## src/rtl/aldl_pkg.sv

```systemverilog
package aldl_pkg;

  localparam int unsigned CountW    = 16;
  localparam int unsigned NoiseW    = 17;
  localparam int unsigned LuxW      = 27;
  localparam int unsigned DividendW = 41;
  localparam int unsigned DenW      = 23;
  localparam int unsigned ProdW     = 32;
  localparam int unsigned AccW      = 33;

  localparam logic [LuxW-1:0] LuxMaxQ8 = LuxW'(100000000);
  localparam logic [CountW-1:0] SatCount = 16'hFFFF;
  localparam logic signed [NoiseW-1:0] NoiseHiInit = 17'sd5;
  localparam logic signed [NoiseW-1:0] NoiseLoInit = -17'sd5;

  // Item kinds
  localparam logic [1:0] KindBaseline = 2'd0;
  localparam logic [1:0] KindNoiseCal = 2'd1;
  localparam logic [1:0] KindMeasure  = 2'd2;

  // Ratio bands
  localparam logic [1:0] BandLow  = 2'd0;
  localparam logic [1:0] BandMid  = 2'd1;
  localparam logic [1:0] BandHigh = 2'd2;
  localparam logic [1:0] BandZero = 2'd3;

  // Register indexes
  localparam logic [1:0] RegGain  = 2'd0;
  localparam logic [1:0] RegInteg = 2'd1;

  typedef struct packed {
    logic                 start;
    logic [DividendW-1:0] dividend;
    logic [DenW-1:0]      divisor;
  } div_req_t;

  typedef struct packed {
    logic            done;
    logic [LuxW-1:0] quotient;
  } div_rsp_t;

  function automatic logic [6:0] gain_of(input logic [2:0] code);
    logic [6:0] g;
    unique case (code)
      3'd0: g = 7'd1;
      3'd1: g = 7'd2;
      3'd2: g = 7'd4;
      3'd3: g = 7'd8;
      3'd4: g = 7'd1;
      3'd5: g = 7'd1;
      3'd6: g = 7'd48;
      default: g = 7'd96;
    endcase
    return g;
  endfunction

  // Twice the integration factor
  function automatic logic [3:0] integ2_of(input logic [2:0] code);
    logic [3:0] t;
    unique case (code)
      3'd0: t = 4'd2;
      3'd1: t = 4'd1;
      3'd2: t = 4'd4;
      3'd3: t = 4'd8;
      3'd4: t = 4'd3;
      3'd5: t = 4'd5;
      3'd6: t = 4'd6;
      default: t = 4'd7;
    endcase
    return t;
  endfunction

endpackage

```

## src/rtl/aldl_band.sv

```systemverilog
module aldl_band (
  input  logic [aldl_pkg::CountW-1:0] ch0_i,
  input  logic [aldl_pkg::CountW-1:0] ch1_i,
  output logic [1:0]                  band_o
);
  import aldl_pkg::*;

  logic [CountW:0] sum;
  logic [23:0]     r100;
  logic [23:0]     s45;
  logic [23:0]     s64;
  logic [23:0]     s85;

  always_comb begin
    sum  = {1'b0, ch0_i} + {1'b0, ch1_i};
    r100 = {8'b0, ch1_i} * 24'd100;
    s45  = {7'b0, sum} * 24'd45;
    s64  = {7'b0, sum} * 24'd64;
    s85  = {7'b0, sum} * 24'd85;
    priority if (ch0_i == SatCount || ch1_i == SatCount) begin
      band_o = BandZero;
    end else if (r100 < s45) begin
      band_o = BandLow;
    end else if (r100 < s64) begin
      band_o = BandMid;
    end else if (r100 < s85) begin
      band_o = BandHigh;
    end else begin
      band_o = BandZero;
    end
  end

endmodule

```

## src/rtl/aldl_div.sv

```systemverilog
module aldl_div (
  input  logic               clk_i,
  input  logic               rst_ni,
  input  aldl_pkg::div_req_t req_i,
  output aldl_pkg::div_rsp_t rsp_o
);
  import aldl_pkg::*;

  typedef enum logic {
    DIV_IDLE,
    DIV_RUN
  } div_state_e;

  localparam int unsigned CntW = $clog2(LuxW);

  div_state_e      state_q;
  logic [CntW-1:0] cnt_q;
  logic [DenW-1:0] rem_q;
  logic [DenW-1:0] den_q;
  logic [LuxW-1:0] shift_q;
  logic            done_q;
  logic [DenW+1:0] trial;

  // One quotient bit a cycle; the dividend bits shift out as quotient bits shift in.
  assign trial = {1'b0, rem_q, shift_q[LuxW-1]} - {2'b0, den_q};

  always_ff @(posedge clk_i or negedge rst_ni) begin
    if (!rst_ni) begin
      state_q <= DIV_IDLE;
      cnt_q   <= '0;
      done_q  <= 1'b0;
    end else begin
      done_q <= 1'b0;
      unique case (state_q)
        DIV_IDLE: begin
          if (req_i.start) begin
            state_q <= DIV_RUN;
            cnt_q   <= CntW'(LuxW - 1);
          end
        end
        DIV_RUN: begin
          cnt_q <= cnt_q - 1'b1;
          if (cnt_q == '0) begin
            state_q <= DIV_IDLE;
            done_q  <= 1'b1;
          end
        end
        default: state_q <= DIV_IDLE;
      endcase
    end
  end

  always_ff @(posedge clk_i) begin
    if (state_q == DIV_IDLE && req_i.start) begin
      // The top bits stay below the divisor, so the quotient fits LuxW bits.
      rem_q   <= DenW'(req_i.dividend[DividendW-1:LuxW]);
      shift_q <= req_i.dividend[LuxW-1:0];
      den_q   <= req_i.divisor;
    end else if (state_q == DIV_RUN) begin
      if (!trial[DenW+1]) begin
        rem_q <= trial[DenW-1:0];
      end else begin
        rem_q <= {rem_q[DenW-2:0], shift_q[LuxW-1]};
      end
      shift_q <= {shift_q[LuxW-2:0], ~trial[DenW+1]};
    end
  end

  assign rsp_o.done     = done_q;
  assign rsp_o.quotient = shift_q;

endmodule

```

## src/rtl/ambient_light_deadband_lux.sv

```systemverilog
// Two-channel ambient light to lux converter with a noise deadband. Each input
// transfer carries a kind tag and raw channel 0 (visible plus IR) and channel 1
// (IR) counts; kind 0 captures a baseline and resets the noise bounds to -5/+5,
// kind 1 widens the noise bounds around that baseline, both load the held
// values, kind 2 moves a held value only when the sample leaves its deadband,
// and kind 3 leaves all state alone. Every transfer yields one result: lux in
// units of 1/256 from the held values, the ratio band, and the held counts.
// The deadband update happens at the input transfer itself. An item with a
// positive coefficient sum then takes one step for the band compare, two
// through the single shared 16x16 multiplier for the band coefficients, one
// to form the dividend and launch the divider, the bit-serial restoring
// divider that scales by the gain and integration-time tables, one to take
// the quotient and one to load the result. A zero or negative sum skips the
// divider. The input stalls from the transfer until the result is loaded, so
// no new item is taken before the result is loaded, and loading waits while
// the output register is full and stalled; a finished result may wait in the
// output register while the next item is taken. Gain and integration codes
// are to be written through the cfg port only while the block is idle; the
// block itself does not enforce it.
module ambient_light_deadband_lux (
  input  logic                        clk_i,
  input  logic                        rst_ni,
  input  logic                        cfg_we_i,
  input  logic [1:0]                  cfg_idx_i,
  input  logic [2:0]                  cfg_data_i,
  input  logic                        in_valid_i,
  output logic                        in_stall_o,
  input  logic [1:0]                  kind_i,
  input  logic [aldl_pkg::CountW-1:0] visible_ir_raw_i,
  input  logic [aldl_pkg::CountW-1:0] infrared_raw_i,
  output logic                        out_valid_o,
  input  logic                        out_stall_i,
  output logic [aldl_pkg::LuxW-1:0]   lux_q8_o,
  output logic [1:0]                  ratio_band_o,
  output logic [aldl_pkg::CountW-1:0] held_visible_ir_o,
  output logic [aldl_pkg::CountW-1:0] held_infrared_o
);
  import aldl_pkg::*;

  typedef enum logic [2:0] {
    S_IDLE,
    S_BAND,
    S_MUL_A,
    S_MUL_B,
    S_DIV_START,
    S_DIV_WAIT,
    S_DONE
  } state_e;

  // Return the widened upper bound for one channel.
  function automatic logic signed [NoiseW-1:0] widen_hi(
    input logic [CountW-1:0]        s,
    input logic [CountW-1:0]        b,
    input logic signed [NoiseW-1:0] hi
  );
    logic signed [NoiseW:0] d;
    d = $signed({2'b0, s}) - $signed({2'b0, b});
    return (d > 0 && d > (NoiseW+1)'(hi)) ? d[NoiseW-1:0] : hi;
  endfunction

  function automatic logic signed [NoiseW-1:0] widen_lo(
    input logic [CountW-1:0]        s,
    input logic [CountW-1:0]        b,
    input logic signed [NoiseW-1:0] lo
  );
    logic signed [NoiseW:0] d;
    d = $signed({2'b0, s}) - $signed({2'b0, b});
    return (d < 0 && d < (NoiseW+1)'(lo)) ? d[NoiseW-1:0] : lo;
  endfunction

  // Jump to the sample when it leaves held+hi, then recheck against held+lo.
  function automatic logic [CountW-1:0] deadband(
    input logic [CountW-1:0]        s,
    input logic [CountW-1:0]        h,
    input logic signed [NoiseW-1:0] hi,
    input logic signed [NoiseW-1:0] lo
  );
    logic signed [NoiseW+1:0] s_x;
    logic [CountW-1:0]        h1;
    s_x = $signed({3'b0, s});
    h1  = (s_x > $signed({3'b0, h}) + (NoiseW+2)'(hi)) ? s : h;
    return (s_x < $signed({3'b0, h1}) + (NoiseW+2)'(lo)) ? s : h1;
  endfunction

  state_e state_q;

  logic [2:0] gain_code_q;
  logic [2:0] integ_code_q;

  logic [CountW-1:0]        held0_q, held1_q, base0_q, base1_q;
  logic signed [NoiseW-1:0] hi0_q, lo0_q, hi1_q, lo1_q;

  logic [1:0]             band_q;
  logic [1:0]             band_c;
  logic signed [AccW-1:0] acc_q;
  logic [DenW-1:0]        den_q;
  logic [DenW-1:0]        den_c;
  logic [9:0]             gain_integ;

  logic [15:0]      mul_x;
  logic [15:0]      mul_y;
  logic [ProdW-1:0] prod;

  div_req_t div_req;
  div_rsp_t div_rsp;

  logic            out_valid_q;
  logic [LuxW-1:0] lux_q;
  logic [1:0]      out_band_q;
  logic [CountW-1:0] out_held0_q, out_held1_q;

  logic accept;

  assign in_stall_o = (state_q != S_IDLE);
  assign accept     = in_valid_i && (state_q == S_IDLE);

  aldl_band u_band (
    .ch0_i  (held0_q),
    .ch1_i  (held1_q),
    .band_o (band_c)
  );

  // Shared multiplier: the first coefficient times channel 0, then the second times channel 1.
  always_comb begin
    mul_y = (state_q == S_MUL_B) ? held1_q : held0_q;
    mul_x = 16'd0;
    unique case (band_q)
      BandLow:  mul_x = (state_q == S_MUL_B) ? 16'd11059 : 16'd17743;
      BandMid:  mul_x = (state_q == S_MUL_B) ? 16'd19548 : 16'd42785;
      BandHigh: mul_x = (state_q == S_MUL_B) ? 16'd1185  : 16'd5926;
      default:  mul_x = 16'd0;
    endcase
    prod = {16'b0, mul_x} * {16'b0, mul_y};
  end

  always_comb begin
    gain_integ = {3'b0, gain_of(gain_code_q)} * {6'b0, integ2_of(integ_code_q)};
    den_c      = {13'b0, gain_integ} * DenW'(10000);
  end

  assign div_req.start    = (state_q == S_DIV_START) && (acc_q > 0);
  assign div_req.divisor  = den_q;
  assign div_req.dividend = {acc_q[DividendW-10:0], 9'b0}
                          + {{(DividendW-DenW+1){1'b0}}, den_q[DenW-1:1]};

  aldl_div u_div (
    .clk_i  (clk_i),
    .rst_ni (rst_ni),
    .req_i  (div_req),
    .rsp_o  (div_rsp)
  );

  always_ff @(posedge clk_i or negedge rst_ni) begin
    if (!rst_ni) begin
      gain_code_q  <= '0;
      integ_code_q <= '0;
    end else if (cfg_we_i) begin
      // Drop writes beyond the register list.
      if (cfg_idx_i == RegGain) begin
        gain_code_q <= cfg_data_i;
      end else if (cfg_idx_i == RegInteg) begin
        integ_code_q <= cfg_data_i;
      end
    end
  end

  always_ff @(posedge clk_i or negedge rst_ni) begin
    if (!rst_ni) begin
      state_q     <= S_IDLE;
      held0_q     <= '0;
      held1_q     <= '0;
      base0_q     <= '0;
      base1_q     <= '0;
      hi0_q       <= NoiseHiInit;
      hi1_q       <= NoiseHiInit;
      lo0_q       <= NoiseLoInit;
      lo1_q       <= NoiseLoInit;
      band_q      <= BandZero;
      den_q       <= '0;
      acc_q       <= '0;
      lux_q       <= '0;
      out_valid_q <= 1'b0;
      out_band_q  <= BandZero;
      out_held0_q <= '0;
      out_held1_q <= '0;
    end else begin
      // Load a finished result, or drop the one being taken.
      if (state_q == S_DONE && (!out_valid_q || !out_stall_i)) begin
        out_valid_q <= 1'b1;
      end else if (out_valid_q && !out_stall_i) begin
        out_valid_q <= 1'b0;
      end
      unique case (state_q)
        S_IDLE: begin
          if (accept) begin
            state_q <= S_BAND;
            unique case (kind_i)
              KindBaseline: begin
                base0_q <= visible_ir_raw_i;
                base1_q <= infrared_raw_i;
                hi0_q   <= NoiseHiInit;
                hi1_q   <= NoiseHiInit;
                lo0_q   <= NoiseLoInit;
                lo1_q   <= NoiseLoInit;
                held0_q <= visible_ir_raw_i;
                held1_q <= infrared_raw_i;
              end
              KindNoiseCal: begin
                hi0_q   <= widen_hi(visible_ir_raw_i, base0_q, hi0_q);
                lo0_q   <= widen_lo(visible_ir_raw_i, base0_q, lo0_q);
                hi1_q   <= widen_hi(infrared_raw_i, base1_q, hi1_q);
                lo1_q   <= widen_lo(infrared_raw_i, base1_q, lo1_q);
                held0_q <= visible_ir_raw_i;
                held1_q <= infrared_raw_i;
              end
              KindMeasure: begin
                held0_q <= deadband(visible_ir_raw_i, held0_q, hi0_q, lo0_q);
                held1_q <= deadband(infrared_raw_i, held1_q, hi1_q, lo1_q);
              end
              default: begin
                // Unused kind: hold all state.
              end
            endcase
          end
        end
        S_BAND: begin
          band_q  <= band_c;
          den_q   <= den_c;
          state_q <= S_MUL_A;
        end
        S_MUL_A: begin
          acc_q   <= $signed({1'b0, prod});
          state_q <= S_MUL_B;
        end
        S_MUL_B: begin
          if (band_q == BandMid) begin
            acc_q <= acc_q - $signed({1'b0, prod});
          end else begin
            acc_q <= acc_q + $signed({1'b0, prod});
          end
          state_q <= S_DIV_START;
        end
        S_DIV_START: begin
          // A zero band gives a zero sum; a negative sum clamps to zero.
          if (acc_q > 0) begin
            state_q <= S_DIV_WAIT;
          end else begin
            lux_q   <= '0;
            state_q <= S_DONE;
          end
        end
        S_DIV_WAIT: begin
          if (div_rsp.done) begin
            lux_q   <= (div_rsp.quotient > LuxMaxQ8) ? LuxMaxQ8 : div_rsp.quotient;
            state_q <= S_DONE;
          end
        end
        S_DONE: begin
          // Advance once the output register is free or being taken.
          if (!out_valid_q || !out_stall_i) begin
            out_band_q  <= band_q;
            out_held0_q <= held0_q;
            out_held1_q <= held1_q;
            state_q     <= S_IDLE;
          end
        end
        default: state_q <= S_IDLE;
      endcase
    end
  end

  // lux_q is stable while in S_DONE and until the next item reaches its result.
  logic [LuxW-1:0] out_lux_q;

  always_ff @(posedge clk_i) begin
    if (state_q == S_DONE && (!out_valid_q || !out_stall_i)) begin
      out_lux_q <= lux_q;
    end
  end

  assign out_valid_o       = out_valid_q;
  assign lux_q8_o          = out_lux_q;
  assign ratio_band_o      = out_band_q;
  assign held_visible_ir_o = out_held0_q;
  assign held_infrared_o   = out_held1_q;

endmodule
```

## config.mk

```make
export PLATFORM = sky130hd
export DESIGN_NAME = ambient_light_deadband_lux
export DESIGN_NICKNAME = d
export VERILOG_FILES = /design/src/rtl/aldl_pkg.sv /design/src/rtl/aldl_band.sv /design/src/rtl/aldl_div.sv /design/src/rtl/ambient_light_deadband_lux.sv
export SDC_FILE = /design/constraint.sdc
export NUM_CORES = 2
export LEC_CHECK = 0
export ABC_AREA = 1
export BUFFER_PORTS_ARGS = -buffer_cell sky130_fd_sc_hd__clkbuf_2
export CORE_MARGIN = 1.5
export CORE_UTILIZATION = 45
export CTS_BUF_LIST = sky130_fd_sc_hd__clkbuf_4
export CTS_CLUSTER_DIAMETER = 50
export CTS_CLUSTER_SIZE = 8
export DETAILED_ROUTE_END_ITERATION = 7
export PLACE_DENSITY = 0.72
export SYNTH_ARGS = -nofsm -noshare
export SYNTH_HDL_FRONTEND = slang
export SYNTH_SLANG_ARGS = --single-unit
```

## constraint.sdc

```tcl
create_clock -name clk_i -period 9.7 [get_ports clk_i]
set_input_delay 0.485 -clock clk_i [delete_from_list [all_inputs] [get_ports clk_i]]
set_output_delay 0.485 -clock clk_i [all_outputs]
set_load 0.01 [all_outputs]
```

==> results.json <==
{
  "outcome": "finished clean",
  "coreArea_sq_um": 100600,
  "criticalPathCategory": "reg -> reg",
  "io_pins": 107,
  "grt_max_degree": 155,
  "fin_area_sq_um": 50140,
  "grt.total_usage_pct": 27.92,
  "root_buffer": "clkbuf_4",
  "worstPathArrival_ps": 10080,
  "critPathRequiredTime_ps": 10500,
  "netlist_area_sq_um": 45870,
  "area_growth_pct": 9.321,
  "register_area_sq_um": 9450,
  "placed_cells": 7588,
  "drc_errors": 0,
  "cts_buffers": 70,
  "holdCritPathClass": "in -> reg",
  "setup_ws_ps": 418.9,
  "antenna_found_initial": 8,
  "post-place-ws_ps": 14.01,
  "skew_ps": 68.17,
  "drive_gt1_share_pct": 7.552,
  "hold_viol": 0,
  "max-cap-violations": 0,
  "cp-start-kind": "flip-flop",
  "dieHeight_um": 322.3,
  "dp_hpwl_mm": 118.7,
  "yosysSeqAreaShare_pct": 20.60,
  "max_slew_margin_pct": 20.52,
  "ys_seq_elements": 360,
  "synthArstFlopShare_pct": 73.33,
  "cts_sinks": 360,
  "clkSlewWorstSetupHoldPaths_ps": 100,
  "cts_buffer_depth": 3,
  "synth_fp_nets": 7134,
  "drtAntennaViolNets": 0,
  "wl_mm": 145.0,
  "die_area_sq_um": 103900,
  "viasPerCell": 5.428,
  "synth_ff_type": "dfrtp_1",
  "finalCriticalPeriod_ps": 9281,
  "yosysTopAreaCellShare_pct": 18.30,
  "cts_tree": "built",
  "first_iter_violations": 3729,
  "tightest_slew_ps": 1192,
  "num_rows": 116,
  "synth_area_leader_cell": "ha_1",
  "grt_pass1_vias": 41433,
  "utilization_pct": 49.85,
  "htreeDepth": 3,
  "setup_viol": 0,
  "synth_warnings": 0,
  "fillCellCount": 9786,
  "synthMostInstantiatedCell": "nand2_1",
  "die_w_um": 322.3,
  "crit_path_max_incr_delay_ps": 580,
  "path_common_cell": "nand2_1",
  "num_vias": 42171,
  "synthCells": 6123,
  "fin_crit_sh_pct": 95.68,
  "critPathCaptureType": "flip-flop",
  "maxSlewViolCount": 0,
  "syn_avg_cell_area_sq_um": 7.491,
  "overflow": 0,
  "io_buffer_count": 106,
  "post_synth_num_cell_types": 70,
  "r2r_cells": 44,
  "cp_slowest_cell": "dfstp_2",
  "synth_edf_count": 87,
  "ys_top_cells_by_area": "ha_1 (18%), fa_1 (13%), dfrtp_1 (12%)",
  "whs_path_depth": 3,
  "layout.cells.non_filler": 7769,
  "nets": 7363,
  "insertion_delay_ps": 940,
  "grt_pass1_wl_mm": 227.2,
  "fmax_mhz": 107.7,
  "wire_per_inst_um": 18.66,
  "first_pass_iters": 7,
  "start_util_pct": 45.60,
  "yosys-top-cells-count": "nand2_1 (1430), inv_1 (1158), ha_1 (671)",
  "place_area_sq_um": 48480,
  "cp_max_fo": 8,
  "multi_input_area_sq_um": 31740,
  "place.gp.congestion": 0.9879
}
-- timing repair --
| item | 4_1_cts | 5_1_grt |
|---|---|---|
| setup endpoints to repair | 0 | 14 |
| resized for setup | 0 | 32 |
| hold endpoints to repair | 143 | 0 |
| hold buffers | 43 | 0 |
| buffers inserted | 0 | 5 |
-- kinds of logic (layout without fill, tap and decap cells) --
kind of cell / count (synthesis) / after routing / share of synthesized area (%)
AO/OA/AOI/OAI: 1005 / 1005 / 12.43
XOR/XNOR: 227 / 227 / 4.367
adder cells (fa/ha/maj): 967 / 967 / 31.22
buffers and inverters: 1269 / 1554 / 10.50
flip-flops: 360 / 360 / 20.60
other: 0 / 3 / 0
AND/OR/NAND/NOR: 2295 / 2296 / 20.88
-- routing by layer --
layer	global-route usage [%]	share of wire [%]	vias up
met3	3.623	7.4	295
met4	10.35	3.9	4
li1	-	-	20335
met1	37.61	43	19952
met5	0	0.013	-
met2	45.75	46	1585
-- cell usage in the layout, fill, tap and decap left out, types with 13 or more instances in the layout --
cell | netlist | routed
o21ai_0 | 312 | 309
fa_1 | 296 | 296
nand4_1 | 68 | 68
nand2_2 | 8 | 14
a211oi_1 | 14 | 14
clkbuf_4 | 0 | 96
a21oi_1 | 408 | 408
inv_2 | 12 | 21
dfrtp_1 | 224 | 223
nor4_1 | 33 | 30
a22oi_1 | 22 | 22
xnor2_1 | 95 | 95
clkbuf_2 | 0 | 105
inv_1 | 1158 | 1154
nand3_1 | 251 | 251
o31ai_1 | 29 | 28
dlygate4sd3_1 | 0 | 43
a21o_1 | 20 | 20
nand2_1 | 1430 | 1424
edfxtp_1 | 87 | 87
buf_4 | 2 | 96
o21ai_2 | 9 | 13
o21bai_1 | 17 | 17
or2_2 | 14 | 13
a31oi_1 | 37 | 36
o22ai_1 | 17 | 17
ha_1 | 671 | 670
o21ai_1 | 23 | 22
nor3_1 | 60 | 59
xor2_1 | 130 | 130
nor2_1 | 376 | 369
dfstp_2 | 40 | 40
o211ai_1 | 33 | 33
-- critical path, delay by kind of cell, from the launching register on --
family | cells | cell delay [ps]
flops | 1 | 580
fa+ha+maj | 9 | 3940
buf+inv | 9 | 960
simple gates | 20 | 2550
compound gates | 6 | 1170
-- area by class of cell --
| type | count | share of cell area [%] |
|---|---|---|
| tap | 1357 | 3.386 |
| inverter | 1176 | 8.803 |
| clock buffer | 96 | 1.437 |
| sequential | 360 | 18.85 |
| antenna | 3 | 0.01497 |
| timing repair buffer | 249 | 3.481 |
| clock inverter | 33 | 0.7311 |
| multi-input combinational | 4495 | 63.30 |
-- path summary, 6_finish.rpt --
check / start / slack [ps] / endpoint
setup / recovery: band_q[0] / 420 / acc_q[31]
hold / removal: infrared_raw_i[6] / 110 / base1_q[6]
setup reg to reg: band_q[0] / 420 / acc_q[31]
hold reg to reg: lux_q[7] / 430 / lux_q8_o[7]
max in group asynchronous: rst_ni / 8000 / acc_q[23]
min in group asynchronous: rst_ni / 200 / base1_q[10]
-- registers in the layout, summed over array words and instances, names as in the netlist, 5 cells and up --
register and cells:
base0_q 16, acc_q 33, u_div.rem_q 23, den_q 19, held1_q 16, lo1_q 17
base1_q 16, lux_q 27, hi1_q 17, held_visible_ir_o 16, held0_q 16, u_div.cnt_q 5
held_infrared_o 16, u_div.den_q 19, lo0_q 17, lux_q8_o 27, u_div.shift_q 27, hi0_q 17
-- through the flow --
| step | TNS [ps] | hold slack [ps] |
|---|---|---|
| finish | 0 | 107.0 |
| global placement | 0 | 424.0 |
| global route | -55.91 | 36.70 |
| floorplan | 0 | 189.4 |
| detailed placement | 0 | 426.2 |
| CTS | 0 | 12.80 |
Power is not shown: default switching activity piles up to over one toggle a cycle in this logic, so the estimate is an artifact.
